**config.mk**
```make
export PLATFORM = sky130hd
export DESIGN_NAME = wlan_info_element_parser
export DESIGN_NICKNAME = d
export VERILOG_FILES = /design/src/rtl/core/wiep_pkg.sv /design/src/rtl/core/wlan_info_element_parser.sv /design/src/rtl/core/wiep_parser.sv /design/src/rtl/core/wiep_result_fifo.sv
export SDC_FILE = /design/constraint.sdc
export NUM_CORES = 1
export LEC_CHECK = 0
export BUFFER_PORTS_ARGS = -buffer_cell sky130_fd_sc_hd__clkbuf_2
export CAP_MARGIN = 20
export CORE_MARGIN = 5
export CORE_UTILIZATION = 65
export CTS_CLUSTER_SIZE = 16
export DETAILED_ROUTE_END_ITERATION = 8
export MAX_ROUTING_LAYER = met4
export PLACE_DENSITY = 0.85
export SLEW_MARGIN = 15
export SYNTH_ARGS = -nofsm -noshare
export SYNTH_HDL_FRONTEND = slang
export SYNTH_SLANG_ARGS = --single-unit
```
**constraint.sdc**
```tcl
create_clock -name i_clk -period 20.6 [get_ports i_clk]
set_clock_uncertainty 0.1 [all_clocks]
set_input_delay 2.06 -clock i_clk [delete_from_list [all_inputs] [get_ports i_clk]]
set_output_delay 2.06 -clock i_clk [all_outputs]
set_load 0.1 [all_outputs]
```
**src/rtl/core/wiep_pkg.sv**
```systemverilog
// ----------------------------------------------------------------------------
// wiep_pkg
// Shared types and constants for the information element parser.
// ----------------------------------------------------------------------------
package wiep_pkg;

    localparam logic [5:0] ELEMENT_CAP        = 6'd32;
    localparam logic [3:0] VENDOR_CAP         = 4'd8;
    localparam logic [4:0] RATE_CAP           = 5'd16;
    localparam logic [7:0] VENDOR_PAYLOAD_CAP = 8'd64;

    localparam logic [7:0] SKIP_RESET = 8'd12;

    localparam logic [7:0] ID_SSID      = 8'd0;
    localparam logic [7:0] ID_RATES     = 8'd1;
    localparam logic [7:0] ID_HT        = 8'd45;
    localparam logic [7:0] ID_EXT_RATES = 8'd50;
    localparam logic [7:0] ID_VHT       = 8'd191;
    localparam logic [7:0] ID_VENDOR    = 8'd221;

    localparam logic [7:0] SSID_MAX_LEN  = 8'd32;
    localparam logic [7:0] PRINT_LO      = 8'd32;
    localparam logic [7:0] PRINT_HI      = 8'd126;
    localparam logic [7:0] RATE_MAX_LEN  = 8'd16;
    localparam logic [7:0] RATE_MASK     = 8'h7F;
    localparam logic [7:0] HT_MIN_LEN    = 8'd26;
    localparam logic [7:0] VHT_MIN_LEN   = 8'd12;
    localparam logic [7:0] VENDOR_MIN_LEN = 8'd3;
    localparam logic [7:0] VENDOR_TYPE_POS = 8'd3;
    localparam logic [7:0] VENDOR_PAY_POS  = 8'd4;

    localparam logic [2:0] PH_SKIP  = 3'd0;
    localparam logic [2:0] PH_ID    = 3'd1;
    localparam logic [2:0] PH_LEN   = 3'd2;
    localparam logic [2:0] PH_VALUE = 3'd3;
    localparam logic [2:0] PH_STOP  = 3'd4;

    localparam logic [2:0] KIND_HEADER   = 3'd0;
    localparam logic [2:0] KIND_SSID     = 3'd1;
    localparam logic [2:0] KIND_RATE     = 3'd2;
    localparam logic [2:0] KIND_EXT_RATE = 3'd3;
    localparam logic [2:0] KIND_OUI      = 3'd4;
    localparam logic [2:0] KIND_VTYPE    = 3'd5;
    localparam logic [2:0] KIND_VPAYLOAD = 3'd6;
    localparam logic [2:0] KIND_SUMMARY  = 3'd7;

    localparam int Q_DEPTH = 4;
    localparam int Q_AW    = $clog2(Q_DEPTH);
    localparam int Q_CW    = $clog2(Q_DEPTH + 1);

    typedef struct packed {
        logic [2:0] kind;
        logic [7:0] ie_id;
        logic [7:0] value;
        logic [7:0] position;
        logic [5:0] element_count;
        logic [4:0] rate_count;
        logic [4:0] ext_rate_count;
        logic       ht_present;
        logic       vht_present;
        logic [3:0] vendor_count;
        logic       last_result;
    } t_result;

    typedef struct packed {
        logic [1:0] n;
        t_result    res0;
        t_result    res1;
    } t_push;

endpackage

```
**src/rtl/core/wlan_info_element_parser.sv**
```systemverilog
// ----------------------------------------------------------------------------
// wlan_info_element_parser
// Information element parser for management frame bodies, one byte per item.
// ----------------------------------------------------------------------------
// Takes one body byte per cycle unless held off. Each byte passes an input
// register, is parsed combinationally against the per-frame state, and its
// results (at most two: a data or header result, plus the summary on the
// final byte) go into a four-entry result queue that drains one result per
// cycle while the output is ready. A byte's results are written into the queue
// as it leaves the input register. Input is held off while the queue has
// fewer than two free entries. The first byte of every frame gives at most one
// result, so with the output always ready the queue never holds more than two
// results and input never stalls; stalls come only from output back-pressure.
// ----------------------------------------------------------------------------
module wlan_info_element_parser (
    input  logic        i_clk,
    input  logic        i_rst_n,
    input  logic        s_axis_tvalid,
    output logic        s_axis_tready,
    input  logic [23:0] s_axis_tdata,   // data_byte[7:0], frame_length[19:8], zero pad
    input  logic        s_axis_tuser,   // frame_start
    input  logic        i_cfg_valid,
    output logic        o_cfg_ready,
    input  logic [7:0]  i_cfg_data,     // fixed_skip
    output logic        m_axis_tvalid,
    input  logic        m_axis_tready,
    output logic [47:0] m_axis_tdata,   // ie_id, value, position, element_count,
                                        // rate_count, ext_rate_count, ht_present,
                                        // vht_present, vendor_count, zero pad
    output logic [2:0]  m_axis_tuser,   // kind
    output logic        m_axis_tlast    // last_result
);

    wiep_pkg::t_push   w_push;
    wiep_pkg::t_result w_res;
    logic              w_space_ok;

    assign o_cfg_ready = 1'b1;

    wiep_parser u_parser (
        .i_clk          (i_clk),
        .i_rst_n        (i_rst_n),
        .i_in_valid     (s_axis_tvalid),
        .o_in_ready     (s_axis_tready),
        .i_data_byte    (s_axis_tdata[7:0]),
        .i_frame_length (s_axis_tdata[19:8]),
        .i_frame_start  (s_axis_tuser),
        .i_cfg_valid    (i_cfg_valid),
        .i_cfg_data     (i_cfg_data),
        .i_space_ok     (w_space_ok),
        .o_push         (w_push)
    );

    wiep_result_fifo u_fifo (
        .i_clk      (i_clk),
        .i_rst_n    (i_rst_n),
        .i_push     (w_push),
        .o_space_ok (w_space_ok),
        .o_valid    (m_axis_tvalid),
        .i_ready    (m_axis_tready),
        .o_result   (w_res)
    );

    assign m_axis_tdata = {2'b00,
                           w_res.vendor_count,
                           w_res.vht_present,
                           w_res.ht_present,
                           w_res.ext_rate_count,
                           w_res.rate_count,
                           w_res.element_count,
                           w_res.position,
                           w_res.value,
                           w_res.ie_id};
    assign m_axis_tuser = w_res.kind;
    assign m_axis_tlast = w_res.last_result;

endmodule

```
**src/rtl/core/wiep_parser.sv**
```systemverilog
// ----------------------------------------------------------------------------
// wiep_parser
// Input register, per-frame parse state and result generation per body byte.
// ----------------------------------------------------------------------------
module wiep_parser (
    input  logic            i_clk,
    input  logic            i_rst_n,
    input  logic            i_in_valid,
    output logic            o_in_ready,
    input  logic [7:0]      i_data_byte,
    input  logic [11:0]     i_frame_length,
    input  logic            i_frame_start,
    input  logic            i_cfg_valid,
    input  logic [7:0]      i_cfg_data,
    input  logic            i_space_ok,
    output wiep_pkg::t_push o_push
);

    logic        r_in_vld;
    logic [7:0]  r_in_data;
    logic [11:0] r_in_len;
    logic        r_in_start;
    logic [7:0]  r_skip;

    logic [2:0]  r_phase, n_phase;
    logic [11:0] r_off, n_off;
    logic [11:0] r_total, n_total;
    logic [7:0]  r_cur_id, n_cur_id;
    logic [7:0]  r_cur_len, n_cur_len;
    logic [7:0]  r_vidx, n_vidx;
    logic [5:0]  r_elems, n_elems;
    logic [4:0]  r_rates, n_rates;
    logic [4:0]  r_xrates, n_xrates;
    logic        r_ht, n_ht;
    logic        r_vht, n_vht;
    logic [3:0]  r_vendors, n_vendors;
    logic        r_vactive, n_vactive;

    logic        w_consume;
    logic        w_data;
    logic        w_sum;
    logic [2:0]  w_kind;
    logic [7:0]  w_value;
    logic [7:0]  w_pos;
    wiep_pkg::t_result w_dres;
    wiep_pkg::t_result w_sres;

    assign w_consume  = r_in_vld && i_space_ok;
    assign o_in_ready = !r_in_vld || w_consume;

    always_ff @(posedge i_clk) begin
        if (!i_rst_n) begin
            r_in_vld <= 1'b0;
        end else if (o_in_ready) begin
            r_in_vld <= i_in_valid;
        end
    end

    always_ff @(posedge i_clk) begin
        if (o_in_ready && i_in_valid) begin
            r_in_data  <= i_data_byte;
            r_in_len   <= i_frame_length;
            r_in_start <= i_frame_start;
        end
    end

    always_ff @(posedge i_clk) begin
        if (!i_rst_n) begin
            r_skip <= wiep_pkg::SKIP_RESET;
        end else if (i_cfg_valid) begin
            r_skip <= i_cfg_data;
        end
    end

    always_comb begin : parse
        logic        go;
        logic [11:0] p;
        logic [12:0] p_end;
        logic [7:0]  b;
        logic [7:0]  i;
        b       = r_in_data;
        p       = '0;
        p_end   = '0;
        i       = '0;
        go      = 1'b0;
        n_phase   = r_phase;
        n_off     = r_off;
        n_total   = r_total;
        n_cur_id  = r_cur_id;
        n_cur_len = r_cur_len;
        n_vidx    = r_vidx;
        n_elems   = r_elems;
        n_rates   = r_rates;
        n_xrates  = r_xrates;
        n_ht      = r_ht;
        n_vht     = r_vht;
        n_vendors = r_vendors;
        n_vactive = r_vactive;
        w_data  = 1'b0;
        w_sum   = 1'b0;
        w_kind  = wiep_pkg::KIND_HEADER;
        w_value = '0;
        w_pos   = '0;
        if (w_consume) begin
            if (r_in_start) begin
                n_phase   = wiep_pkg::PH_SKIP;
                n_off     = '0;
                n_total   = r_in_len;
                n_cur_id  = '0;
                n_cur_len = '0;
                n_vidx    = '0;
                n_elems   = '0;
                n_rates   = '0;
                n_xrates  = '0;
                n_ht      = 1'b0;
                n_vht     = 1'b0;
                n_vendors = '0;
                n_vactive = 1'b0;
                go        = 1'b1;
            end else begin
                go = (r_off < r_total);
            end
            if (go) begin
                p     = n_off;
                p_end = {1'b0, p} + 13'd1;
                if (p < n_total) begin
                    if (n_phase == wiep_pkg::PH_SKIP && p >= {4'd0, r_skip}) begin
                        n_phase = wiep_pkg::PH_ID;
                    end
                    case (n_phase)
                        wiep_pkg::PH_ID: begin
                            if (p_end < {1'b0, n_total} && n_elems < wiep_pkg::ELEMENT_CAP) begin
                                n_cur_id = b;
                                n_phase  = wiep_pkg::PH_LEN;
                            end else begin
                                n_phase = wiep_pkg::PH_STOP;
                            end
                        end
                        wiep_pkg::PH_LEN: begin
                            n_cur_len = b;
                            if (p_end + {5'd0, b} <= {1'b0, n_total}) begin
                                n_elems   = n_elems + 6'd1;
                                n_vidx    = '0;
                                n_vactive = 1'b0;
                                if (n_cur_id == wiep_pkg::ID_HT && b >= wiep_pkg::HT_MIN_LEN) begin
                                    n_ht = 1'b1;
                                end
                                if (n_cur_id == wiep_pkg::ID_VHT
                                        && b >= wiep_pkg::VHT_MIN_LEN) begin
                                    n_vht = 1'b1;
                                end
                                if (n_cur_id == wiep_pkg::ID_VENDOR
                                        && b >= wiep_pkg::VENDOR_MIN_LEN
                                        && n_vendors < wiep_pkg::VENDOR_CAP) begin
                                    n_vendors = n_vendors + 4'd1;
                                    n_vactive = 1'b1;
                                end
                                w_data  = 1'b1;
                                w_kind  = wiep_pkg::KIND_HEADER;
                                w_value = b;
                                w_pos   = '0;
                                n_phase = (b == 8'd0) ? wiep_pkg::PH_ID : wiep_pkg::PH_VALUE;
                            end else begin
                                n_phase = wiep_pkg::PH_STOP;
                            end
                        end
                        wiep_pkg::PH_VALUE: begin
                            i     = n_vidx;
                            w_pos = i;
                            if (n_cur_id == wiep_pkg::ID_SSID) begin
                                if (n_cur_len >= 8'd1 && n_cur_len <= wiep_pkg::SSID_MAX_LEN
                                        && b >= wiep_pkg::PRINT_LO
                                        && b <= wiep_pkg::PRINT_HI) begin
                                    w_data  = 1'b1;
                                    w_kind  = wiep_pkg::KIND_SSID;
                                    w_value = b;
                                end
                            end else if (n_cur_id == wiep_pkg::ID_RATES) begin
                                if (n_cur_len <= wiep_pkg::RATE_MAX_LEN
                                        && n_rates < wiep_pkg::RATE_CAP) begin
                                    n_rates = n_rates + 5'd1;
                                    w_data  = 1'b1;
                                    w_kind  = wiep_pkg::KIND_RATE;
                                    w_value = b & wiep_pkg::RATE_MASK;
                                end
                            end else if (n_cur_id == wiep_pkg::ID_EXT_RATES) begin
                                if (n_cur_len <= wiep_pkg::RATE_MAX_LEN
                                        && n_xrates < wiep_pkg::RATE_CAP) begin
                                    n_xrates = n_xrates + 5'd1;
                                    w_data   = 1'b1;
                                    w_kind   = wiep_pkg::KIND_EXT_RATE;
                                    w_value  = b & wiep_pkg::RATE_MASK;
                                end
                            end else if (n_cur_id == wiep_pkg::ID_VENDOR && n_vactive) begin
                                w_value = b;
                                if (i < wiep_pkg::VENDOR_TYPE_POS) begin
                                    w_data = 1'b1;
                                    w_kind = wiep_pkg::KIND_OUI;
                                end else if (i == wiep_pkg::VENDOR_TYPE_POS) begin
                                    w_data = 1'b1;
                                    w_kind = wiep_pkg::KIND_VTYPE;
                                end else if (i - wiep_pkg::VENDOR_PAY_POS
                                        < wiep_pkg::VENDOR_PAYLOAD_CAP) begin
                                    w_data = 1'b1;
                                    w_kind = wiep_pkg::KIND_VPAYLOAD;
                                end
                            end
                            n_vidx = i + 8'd1;
                            if (n_vidx >= n_cur_len) begin
                                n_phase = wiep_pkg::PH_ID;
                            end
                        end
                        default: begin
                        end
                    endcase
                end
                n_off = p_end[11:0];
                if (p_end >= {1'b0, n_total}) begin
                    w_sum   = 1'b1;
                    n_off   = n_total;
                    n_phase = wiep_pkg::PH_STOP;
                end
            end
        end
    end

    always_comb begin
        w_dres.kind           = w_kind;
        w_dres.ie_id          = n_cur_id;
        w_dres.value          = w_value;
        w_dres.position       = w_pos;
        w_dres.element_count  = n_elems;
        w_dres.rate_count     = n_rates;
        w_dres.ext_rate_count = n_xrates;
        w_dres.ht_present     = n_ht;
        w_dres.vht_present    = n_vht;
        w_dres.vendor_count   = n_vendors;
        w_dres.last_result    = 1'b0;
        w_sres                = w_dres;
        w_sres.kind           = wiep_pkg::KIND_SUMMARY;
        w_sres.ie_id          = '0;
        w_sres.value          = '0;
        w_sres.position       = '0;
        w_sres.last_result    = 1'b1;
        o_push.n    = {1'b0, w_data} + {1'b0, w_sum};
        o_push.res0 = w_data ? w_dres : w_sres;
        o_push.res1 = w_sres;
    end

    always_ff @(posedge i_clk) begin
        if (!i_rst_n) begin
            r_phase   <= wiep_pkg::PH_SKIP;
            r_off     <= '0;
            r_total   <= '0;
            r_cur_id  <= '0;
            r_cur_len <= '0;
            r_vidx    <= '0;
            r_elems   <= '0;
            r_rates   <= '0;
            r_xrates  <= '0;
            r_ht      <= 1'b0;
            r_vht     <= 1'b0;
            r_vendors <= '0;
            r_vactive <= 1'b0;
        end else begin
            r_phase   <= n_phase;
            r_off     <= n_off;
            r_total   <= n_total;
            r_cur_id  <= n_cur_id;
            r_cur_len <= n_cur_len;
            r_vidx    <= n_vidx;
            r_elems   <= n_elems;
            r_rates   <= n_rates;
            r_xrates  <= n_xrates;
            r_ht      <= n_ht;
            r_vht     <= n_vht;
            r_vendors <= n_vendors;
            r_vactive <= n_vactive;
        end
    end

    a_off_in_body: assert property (@(posedge i_clk) disable iff (!i_rst_n)
        r_off <= r_total) else $error("body offset past body length");

    a_two_means_summary: assert property (@(posedge i_clk) disable iff (!i_rst_n)
        (o_push.n == 2'd2) |-> (o_push.res1.last_result && !o_push.res0.last_result))
        else $error("second result of an item is not the summary");

    a_stop_after_summary: assert property (@(posedge i_clk) disable iff (!i_rst_n)
        (o_push.n != 2'd0 && o_push.res1.last_result && w_sum)
        |=> (r_phase == wiep_pkg::PH_STOP && r_off == r_total))
        else $error("parser not stopped after summary");

    a_elem_cap: assert property (@(posedge i_clk) disable iff (!i_rst_n)
        r_elems <= wiep_pkg::ELEMENT_CAP) else $error("element count over cap");

endmodule

```
**src/rtl/core/wiep_result_fifo.sv**
```systemverilog
// ----------------------------------------------------------------------------
// wiep_result_fifo
// Small result queue: up to two writes per cycle, one read per cycle when ready.
// ----------------------------------------------------------------------------
module wiep_result_fifo (
    input  logic              i_clk,
    input  logic              i_rst_n,
    input  wiep_pkg::t_push   i_push,
    output logic              o_space_ok,
    output logic              o_valid,
    input  logic              i_ready,
    output wiep_pkg::t_result o_result
);

    wiep_pkg::t_result r_mem [wiep_pkg::Q_DEPTH];

    logic [wiep_pkg::Q_AW-1:0] r_wr;
    logic [wiep_pkg::Q_AW-1:0] r_rd;
    logic [wiep_pkg::Q_CW-1:0] r_cnt;
    logic                      w_pop;

    assign o_space_ok = (r_cnt <= wiep_pkg::Q_CW'(wiep_pkg::Q_DEPTH - 2));
    assign o_valid    = (r_cnt != '0);
    assign o_result   = r_mem[r_rd];
    assign w_pop      = o_valid && i_ready;

    always_ff @(posedge i_clk) begin
        if (i_push.n != 2'd0) begin
            r_mem[r_wr] <= i_push.res0;
        end
        if (i_push.n == 2'd2) begin
            r_mem[r_wr + wiep_pkg::Q_AW'(1)] <= i_push.res1;
        end
    end

    always_ff @(posedge i_clk) begin
        if (!i_rst_n) begin
            r_wr  <= '0;
            r_rd  <= '0;
            r_cnt <= '0;
        end else begin
            r_wr  <= r_wr + wiep_pkg::Q_AW'(i_push.n);
            r_rd  <= r_rd + wiep_pkg::Q_AW'(w_pop);
            r_cnt <= r_cnt + wiep_pkg::Q_CW'(i_push.n) - wiep_pkg::Q_CW'(w_pop);
        end
    end

endmodule

```
==> results.json, run 1 <==
{
  "drc": 0,
  "drt_iter0_drc": 1384,
  "antenna_found_initial": 0,
  "syn_to_final_growth_pct": 11.39,
  "vias": 11940,
  "avgSynthCellArea_um2": 10.45,
  "die_area_um2": 26870,
  "crit_family": "simple AND/OR/NAND/NOR gates",
  "critPathMaxStageDelay_ps": 620,
  "cts-hold-fix-buffers": 0,
  "worst-setup-path-type": "reg2reg",
  "slowest_stage": "a211oi_4",
  "cts.sinks": 311,
  "firstDrtPassIters": 5,
  "fin_crit_ps": 8675,
  "grt_usage": 0.3044,
  "synth-main-ff-cell": "dfxtp_1",
  "grt_pass1_wl_mm": 63.44,
  "drive_gt1_frac": 0.1533,
  "dpl.hpwl_mm": 26.16,
  "drv_cap": 0,
  "rsz0062_at_grt": "false",
  "clk_latency_ps": 570,
  "overflow": 0,
  "place_area_um2": 16070,
  "cp-end-kind": "register",
  "hold_viol_final": 0,
  "cts-root-buf": "clkbuf_16",
  "post_drt_via_cell_ratio": 6.380,
  "drtAntennaViolNets": 0,
  "cts_resized": 0,
  "slew_viol_final": 0,
  "portBuffers": 85,
  "clk_pin_slew_worst_paths_ps": 60,
  "worst_pin_slew_ps": 1132,
  "vdd_drop_max_v": 0.00009489,
  "synth_cell_type_count": 83,
  "gp_congestion": 0.9337,
  "rows": 56,
  "fillers": 1632,
  "outcome": "completed",
  "start_util": 0.6580,
  "syn_area_um2": 15400,
  "clk_path_buf_depth": 3,
  "p_leak_nw": 6.582,
  "die_w_um": 163.9,
  "grt_max_degree": 83,
  "power.total_mw": 1.585,
  "cp.required_ps": 20730,
  "num_io_pins": 93,
  "crit_buf_inv": 7,
  "final_area_um2": 17150,
  "cts_buffers": 31,
  "seq_area_frac_synth": 0.4751,
  "slew_headroom": 0.2421,
  "yosysWarningCount": 0,
  "grt_pass1_vias": 12010,
  "n_antenna_cell": 0,
  "nNetsFinal": 1654,
  "setup_tns_ps": 0,
  "finalWirelength_mm": 39.38,
  "final_cell_mix": "dfxtp_1 (200), nand2_1 (156), nor2_1 (137), edfxtp_1 (109), o21ai_0 (96)",
  "cts_tree": "done",
  "final_common_cell": "dfxtp_1",
  "max_freq_mhz": 115.3,
  "fin_util": 0.7330,
  "min_period_over_period": 0.4211,
  "synth-edff-count": 109,
  "post-cts-setup-buffers": 0,
  "cp_common_cell": "ha_1",
  "h-tree-depth": 1,
  "arrival_ps": 8810,
  "synth-async-reset-ratio": 0,
  "startpoint_type": "register",
  "finalSetupViolCount": 0,
  "syn_inst": 1473,
  "power_per_cell_area_nw_per_um2": 92.42,
  "worstHoldPathType": "reg2reg",
  "core_um2": 23400,
  "wl_per_cell_um": 21.04,
  "die_h_um": 163.9,
  "cp_max_fo": 47,
  "synth-seq-cells": 311
}
-- tightest hold or removal path, cell delays in order, from the launching register on --
cell and delay (ps):
dfxtp_1 320, nand2_1 40, o21ai_0 50
-- cell families (layout without fill, tap and decap cells) --
kind of cell,Yosys count,count (layout),share of synthesized area
other,2,3,0.0004877
AO/OA/AOI/OAI,292,292,0.1297
XOR/XNOR,42,42,0.02486
AND/OR/NAND/NOR,527,527,0.1696
flip-flops,311,311,0.4751
buffers and inverters,130,209,0.03412
adder cells (fa/ha/maj),88,88,0.07247
multiplexers,81,81,0.09360
-- power breakdown --
part           switching [mW]  leakage [nW]  total (mW)  internal, mW
Combinational           0.229          3.55       0.332         0.102
Sequential             0.0242          2.52       0.677         0.652
Clock                   0.239         0.513       0.577         0.338
-- registers in the layout, indices dropped and copies added, names as in the netlist, 6 cells and up --
| signal | cells |
|---|---|
| u_fifo.r_mem | 200 |
| u_parser.parse.b | 8 |
| u_parser.r_cur_id | 8 |
| u_parser.r_cur_len | 8 |
| u_parser.r_elems | 6 |
| u_parser.r_in_len | 12 |
| u_parser.r_off | 12 |
| u_parser.r_skip | 8 |
| u_parser.r_total | 12 |
| u_parser.r_vidx | 8 |
-- cell usage after synthesis, drive strengths merged (15+ instances only) --
| library cell | n | share of area |
|---|---|---|
| clkbuf | 66 | 0.016 |
| and2 | 37 | 0.015 |
| buf | 17 | 0.0065 |
| mux4 | 50 | 0.073 |
| mux2i | 27 | 0.018 |
| a22o | 31 | 0.018 |
| dfxtp | 202 | 0.26 |
| nor3 | 18 | 0.0059 |
| a21boi | 19 | 0.0093 |
| a21oi | 42 | 0.014 |
| o21ai | 100 | 0.033 |
| nand3 | 32 | 0.011 |
| nand2 | 156 | 0.038 |
| xnor2 | 29 | 0.017 |
| edfxtp | 109 | 0.21 |
| and3 | 15 | 0.0061 |
| inv | 47 | 0.011 |
| ha | 86 | 0.070 |
| nand4 | 21 | 0.0099 |
| nor2b | 62 | 0.025 |
| nor2 | 138 | 0.034 |
-- area by class of cell --
class	count	area, um2	area share
clock inverter	17	147.6	0.008607
timing repair buffer	104	595.6	0.03472
multi-input combinational	1033	7596	0.4428
inverter	47	176.4	0.01028
sequential	311	7322	0.4268
clock buffer	41	917.1	0.05346
tap	319	399.1	0.02327
-- path summary, 6_finish.rpt --
path,start,endpoint,slack [ps],cells after the start
max,u_parser.r_in_start$_DFFE_PP_,u_fifo.r_mem[1][2]$_DFFE_PP_,11930,31
min,u_fifo.r_mem[2][42]$_SDFFE_PP0P_,u_fifo.r_mem[2][42]$_SDFFE_PP0P_,350,2
max reg2reg,u_parser.r_in_start$_DFFE_PP_,u_fifo.r_mem[1][2]$_DFFE_PP_,11930,31
min reg2reg,u_fifo.r_mem[2][42]$_SDFFE_PP0P_,u_fifo.r_mem[2][42]$_SDFFE_PP0P_,350,2
-- per-layer routing --
metal / GRT usage / routed length [um]
met5: - / 0
met1: 0.3785 / 15380
met2: 0.5192 / 19570
met4: 0.09912 / 1253
met3: 0.04115 / 3175
-- through the flow --
step / hold slack (ps) / setup slack (ps) / cells
floorplan: 319.8 / 13750 / 1474
global placement: 328.4 / 12110 / 1812
detailed placement: 339.6 / 12000 / 1813
CTS: 353.9 / 11970 / 1871
global route: 375.3 / 11500 / 1872
finish: 351.8 / 11930 / 1872
(Power assumes the default switching activity.)
==> run 2: changes to the inputs <==
--- a/config.mk
+++ b/config.mk
@@ -5,14 +5,15 @@
 export SDC_FILE = /design/constraint.sdc
 export NUM_CORES = 1
 export LEC_CHECK = 0
+export ABC_AREA = 1
 export BUFFER_PORTS_ARGS = -buffer_cell sky130_fd_sc_hd__clkbuf_2
 export CAP_MARGIN = 20
 export CORE_MARGIN = 5
-export CORE_UTILIZATION = 65
+export CORE_UTILIZATION = 62
 export CTS_CLUSTER_SIZE = 16
 export DETAILED_ROUTE_END_ITERATION = 8
 export MAX_ROUTING_LAYER = met4
-export PLACE_DENSITY = 0.85
+export PLACE_DENSITY = 0.82
 export SLEW_MARGIN = 15
 export SYNTH_ARGS = -nofsm -noshare
 export SYNTH_HDL_FRONTEND = slang
==> constraint.sdc (replaced) <==
create_clock -name i_clk -period 8.07 [get_ports i_clk]
set_clock_uncertainty 0.1 [all_clocks]
set_input_delay 0.807 -clock i_clk [delete_from_list [all_inputs] [get_ports i_clk]]
set_output_delay 0.807 -clock i_clk [all_outputs]
set_load 0.1 [all_outputs]
==> run 2 against run 1 <==
  * Design area is 6.6% higher
  * Count of clock-buffer cells in the layout is 5 higher
  * Critical path type unchanged
  * Wire length rose by 11%
  * Sequential power rose to 2.5 times the previous value
  * Largest cell class unchanged
  * Highest routed layer unchanged
==> results.json, run 2 <==
{
  "outcome": "completed",
  "n_antenna_cell": 0,
  "drv_cap": 0,
  "slowest_stage": "edfxtp_1",
  "critPathMaxStageDelay_ps": 490,
  "fin_ws_ps": 523.9,
  "worstHoldPathType": "reg2reg",
  "slew_viol_final": 0,
  "syn_inst": 2176,
  "syn_area_um2": 16560,
  "final_area_um2": 18280,
  "die_h_um": 173.4,
  "drive_gt1_frac": 0.1030,
  "synth-edff-count": 109,
  "crit_family": "simple AND/OR/NAND/NOR gates",
  "crit_buf_inv": 5,
  "grt_pass1_wl_mm": 71.38,
  "rsz0062_at_grt": "false",
  "post-cts-setup-buffers": 0,
  "startpoint_type": "register",
  "power.total_mw": 5.354,
  "synth-seq-cells": 311,
  "min_period_over_period": 0.9351,
  "seqPwrFrac": 0.321,
  "start_util": 0.6320,
  "fin_util": 0.6976,
  "pwr-share-clk": 0.287,
  "clk_path_buf_depth": 3,
  "switchingPower_mw": 2.412,
  "yosys-top-cells-count": "nand2_1 (458), nor2_1 (313), inv_1 (219)",
  "core_um2": 26210,
  "dp_cells": 2515,
  "post_drt_via_cell_ratio": 5.813,
  "place_area_um2": 17170,
  "setup_tns_ps": 0,
  "firstDrtPassIters": 6,
  "synth_top_cell_by_area": "dfxtp_1",
  "cp-end-kind": "register",
  "seq_area_frac_synth": 0.4418,
  "cts_tree": "done",
  "final_common_cell": "nand2_1",
  "regMostFlops": "u_fifo.r_mem",
  "arrival_ps": 7850,
  "portBuffers": 85,
  "cts.sinks": 311,
  "netSwitchingFraction": 0.4505,
  "yosysWarningCount": 0,
  "final_cell_mix": "nand2_1 (458), nor2_1 (311), inv_1 (218), dfxtp_1 (201), o21ai_0 (162)",
  "cp_common_cell": "nand2_1",
  "grt_pass1_vias": 14550,
  "gp_congestion": 0.9710,
  "stdcell_count": 2577,
  "fin_crit_ps": 7546,
  "vdd_drop_max_v": 0.0002762,
  "avgSynthCellArea_um2": 7.611,
  "power_per_cell_area_nw_per_um2": 292.8,
  "synth_top_area_share": 0.2442,
  "slew_headroom": 0.2899,
  "h-tree-depth": 2,
  "synthSimpleGateAreaFrac": 0.2460,
  "syn_to_final_growth_pct": 10.39,
  "p_int_mw": 2.942,
  "die_w_um": 173.4,
  "grt_usage": 0.2920,
  "fin_hold_ws_ps": 347.9,
  "overflow": 0,
  "finalWirelength_mm": 43.68,
  "antenna_found_initial": 0,
  "fillers": 2065,
  "pre_cts_ws_ps": 604.8,
  "drt_iter0_drc": 1505,
  "rows": 59,
  "grt_max_degree": 69,
  "clk_pin_slew_worst_paths_ps": 60,
  "num_io_pins": 93,
  "synth-async-reset-ratio": 0,
  "cts_buffers": 34,
  "synth_cell_type_count": 51,
  "synth-main-ff-cell": "dfxtp_1",
  "yosysMostFrequentCell": "nand2_1",
  "vias": 14980,
  "max_freq_mhz": 132.5,
  "wl_per_cell_um": 16.95,
  "worst_pin_slew_ps": 1065,
  "dpl.hpwl_mm": 28.68,
  "drc": 0,
  "synth_top_family_by_area": "simple AND/OR/NAND/NOR gates",
  "cts-hold-fix-buffers": 0,
  "cts-root-buf": "clkbuf_16",
  "p_leak_nw": 8.287,
  "finalSetupViolCount": 0,
  "drtAntennaViolNets": 0,
  "clk_latency_ps": 520,
  "synth_compound_area_frac": 0.1449,
  "synth_xor_area_frac": 0.01783,
  "largest_register_ffs": 200,
  "nNetsFinal": 2344,
  "cp.required_ps": 8380,
  "p_comb_frac": 0.392,
  "worst-setup-path-type": "reg2reg",
  "synth_fa_ha_area_frac": 0.06739,
  "synth.mux.area_fraction": 0,
  "hold_viol_final": 0,
  "cp_max_fo": 20,
  "die_area_um2": 30080,
  "synthTopCellsByArea": "dfxtp_1 (24%), edfxtp_1 (20%), nand2_1 (10%)"
}
## run 2: cell types whose count changed after synthesis, sizes merged, moves of 48 or more
cell and delta:
a21oi +112, inv +187, mux4 -50, nand2 +314, nand3 +61, nor2 +196
nor2b -62, o21ai +66, o22ai +48
## run 2: cells by family after synthesis
kind of cell | after synthesis
flip-flops | 311
buffers and inverters | 344
AND/OR/NAND/NOR | 968
AO/OA/AOI/OAI | 431
adder cells (fa/ha/maj) | 88
XOR/XNOR | 32
other | 2
## run 2: final cells by class
class,count,area [um2],share of cell area
timing repair inverter,1,5.005,0.0002737
inverter,237,897.1,0.04907
clock inverter,14,135.1,0.007391
sequential,311,7318,0.4003
tap,335,419.2,0.02293
clock buffer,46,957.2,0.05235
timing repair buffer,111,624.3,0.03415
multi-input combinational,1522,7926,0.4335
## run 2: power groups by stage
stage	registers [mW]	clock network [mW]	logic, mW
floorplan	1.74	0	1.74
global placement	1.75	0	2.05
detailed placement	1.75	0	2.09
CTS	1.72	1.55	2.10
global route	1.72	1.61	2.24
finish	1.72	1.53	2.10
## run 2: metal layers
| metal | track usage | part of all wire | wire [um] |
|---|---|---|---|
| met3 | 0.04144 | 0.075 | 3274 |
| met2 | 0.4867 | 0.48 | 20830 |
| met1 | 0.3677 | 0.42 | 18270 |
| met4 | 0.09877 | 0.030 | 1300 |
| met5 | - | 0 | 0 |
## run 2: tightest hold or removal path, stage by stage, from the launching register on
cell	delay, ps
dfxtp_1	320
nand2_1	50
nand2_1	50
## run 2: final timing paths
path | startpoint | end | slack (ps) | cells after the start
hold reg to reg | u_fifo.r_mem[1][41]$_SDFFE_PP0P_ | u_fifo.r_mem[1][41]$_SDFFE_PP0P_ | 350 | 2
setup / recovery | u_parser.r_in_start$_DFFE_PP_ | u_fifo.r_mem[1][34]$_SDFFE_PP0P_ | 520 | 32
setup reg to reg | u_parser.r_in_start$_DFFE_PP_ | u_fifo.r_mem[1][34]$_SDFFE_PP0P_ | 520 | 32
hold / removal | u_fifo.r_mem[1][41]$_SDFFE_PP0P_ | u_fifo.r_mem[1][41]$_SDFFE_PP0P_ | 350 | 2
## run 2: what timing repair did
item                                    in CTS  in global routing
endpoints found under the hold margin        0                  0
endpoints found under the setup margin       0                 26
gates resized for setup                      0                  2
==> run 3: changes to the inputs <==
--- a/config.mk
+++ b/config.mk
@@ -13,7 +13,7 @@
 export CTS_CLUSTER_SIZE = 16
 export DETAILED_ROUTE_END_ITERATION = 8
 export MAX_ROUTING_LAYER = met4
-export PLACE_DENSITY = 0.82
+export PLACE_DENSITY = 0.81
 export SLEW_MARGIN = 15
 export SYNTH_ARGS = -nofsm -noshare
 export SYNTH_HDL_FRONTEND = slang
==> run 3 against run 2 <==
  * Largest cell class unchanged
  * Utilization rose by 0.14 points
  * Cell count down 0.19%
  * Via count decreased by 1.8%
  * Die area is the same
  * Non-clock buffer count is 3 lower
  * Count of clock-buffer cells in the layout grew 2
  * Worst hold slack is essentially flat
  * Largest power group unchanged
  * Critical path type unchanged
  * Global-route usage is 0.69 points lower
==> results.json, run 3 (same netlist as run 2, synthesis figures left out) <==
{
  "antenna_found_initial": 0,
  "fin_crit_ps": 7454,
  "clk_latency_ps": 520,
  "outcome": "completed",
  "p_leak_nw": 8.310,
  "worst-setup-path-type": "reg2reg",
  "n_antenna_cell": 0,
  "arrival_ps": 7710,
  "vias": 14710,
  "power_per_cell_area_nw_per_um2": 295.6,
  "hold_viol_final": 0,
  "slew_viol_final": 0,
  "cp.required_ps": 8330,
  "rsz0062_at_grt": "false",
  "r2r-start": "u_parser.r_in_start$_DFFE_PP_",
  "drc": 0,
  "h-tree-depth": 2,
  "post_drt_via_cell_ratio": 5.719,
  "die_h_um": 173.4,
  "clk_pin_slew_worst_paths_ps": 70,
  "overflow": 0,
  "die_area_um2": 30080,
  "min_period_over_period": 0.9237,
  "nNetsFinal": 2340,
  "min_from": "u_fifo.r_mem[2][36]$_SDFFE_PP0P_",
  "portBuffers": 85,
  "rows": 59,
  "finalWirelength_mm": 42.48,
  "pre_cts_ws_ps": 669.2,
  "critPathMaxStageDelay_ps": 530,
  "cts_buffers": 34,
  "setup_tns_ps": 0,
  "regMostFlops": "u_fifo.r_mem",
  "grt_max_degree": 109,
  "max_freq_mhz": 134.1,
  "finalSetupViolCount": 0,
  "startpoint_type": "register",
  "cp-end-kind": "register",
  "syn_to_final_growth_pct": 10.61,
  "cp_max_fo": 50,
  "wl_per_cell_um": 16.52,
  "start_util": 0.6320,
  "drtAntennaViolNets": 0,
  "num_io_pins": 93,
  "power.total_mw": 5.415,
  "gp_congestion": 0.9962,
  "fin_ws_ps": 615.5,
  "fin_hold_ws_ps": 347.5,
  "cts.sinks": 311,
  "firstDrtPassIters": 5,
  "cts-hold-fix-buffers": 0,
  "vdd_drop_max_v": 0.0002451,
  "slew_headroom": 0.2674,
  "startpoint": "u_parser.r_in_start$_DFFE_PP_",
  "cp_common_cell": "nand2_1",
  "grt_pass1_wl_mm": 69.89,
  "drive_gt1_frac": 0.1042,
  "final_common_cell": "nand2_1",
  "clk_path_buf_depth": 3,
  "largest_register_ffs": 200,
  "cts-root-buf": "clkbuf_16",
  "core_um2": 26210,
  "grt_pass1_vias": 14230,
  "final_cell_mix": "nand2_1 (458), nor2_1 (310), inv_1 (219), dfxtp_1 (201), o21ai_0 (162)",
  "drt_iter0_drc": 1484,
  "cts_tree": "done",
  "drv_cap": 0,
  "worst_pin_slew_ps": 1099,
  "die_w_um": 173.4,
  "slowest_stage": "buf_4",
  "worstHoldPathType": "reg2reg",
  "grt_usage": 0.2851,
  "dpl.hpwl_mm": 27.93
}
-- run 3: changes by cell type in the layout (fill, tap and decap cells not counted), sizes merged --
| cell | previous run | this run |
|---|---|---|
| bufinv | 2 | 3 |
| clkinvlp | 4 | 2 |
| buf | 26 | 23 |
| clkinv | 11 | 8 |
| clkbuf | 131 | 133 |
-- run 3: worst paths after layout --
check | to | slack [ps] | cells after the start
min reg2reg | u_fifo.r_mem[2][36]$_SDFFE_PP0P_ | 350 | 2
max | u_fifo.r_mem[2][18]$_DFFE_PP_ | 620 | 30
min | u_fifo.r_mem[2][36]$_SDFFE_PP0P_ | 350 | 2
max reg2reg | u_fifo.r_mem[2][18]$_DFFE_PP_ | 620 | 30
-- run 3: final cells by class --
cell class,count,area (um2)
sequential,311,7318
inverter,237,889.6
fill,2114,7888
clock buffer,48,1026
multi-input combinational,1522,7929
timing repair buffer,108,598.1
tap,335,419.2
clock inverter,11,138.9
-- run 3: timing repair --
| action | in CTS | in global routing |
|---|---|---|
| resized for setup | 0 | 1 |
| buffers inserted | 0 | 0 |
| setup endpoints to repair | 0 | 38 |
-- run 3: worst max-delay path, delay by kind of cell, from the launching register on --
kind                       cells  cell delay, ps
AOI/OAI and AO/OA              2             350
xor gates and xnor gates       1             320
adders and majority gates      3             990
buffers and inverters          9            2360
DFF                            1             360
and+or+nand+nor               15            2750
-- run 3: per-stage QoR --
step | area, um2 | instances | util
final | 18320 | 2572 | 0.6990
after global routing | 18320 | 2572 | 0.6990
after CTS | 18320 | 2572 | 0.6989
after detailed placement | 17150 | 2513 | 0.6545
after global placement | 17150 | 2513 | 0.6545
after floorplan | 16570 | 2177 | -
-- run 3: where the power goes --
part / internal [mW] / switching (mW)
registers: 1.68 / 0.0602
logic: 0.360 / 1.70
clock network: 0.982 / 0.631
total: 3.02 / 2.39
-- run 3: layer usage --
metal,vias up,share of wire,track usage
met1,6820,0.43,0.3689
met3,82,0.069,0.03381
met2,567,0.48,0.4751
met5,-,0,-
li1,7240,-,-
met4,0,0.024,0.08347
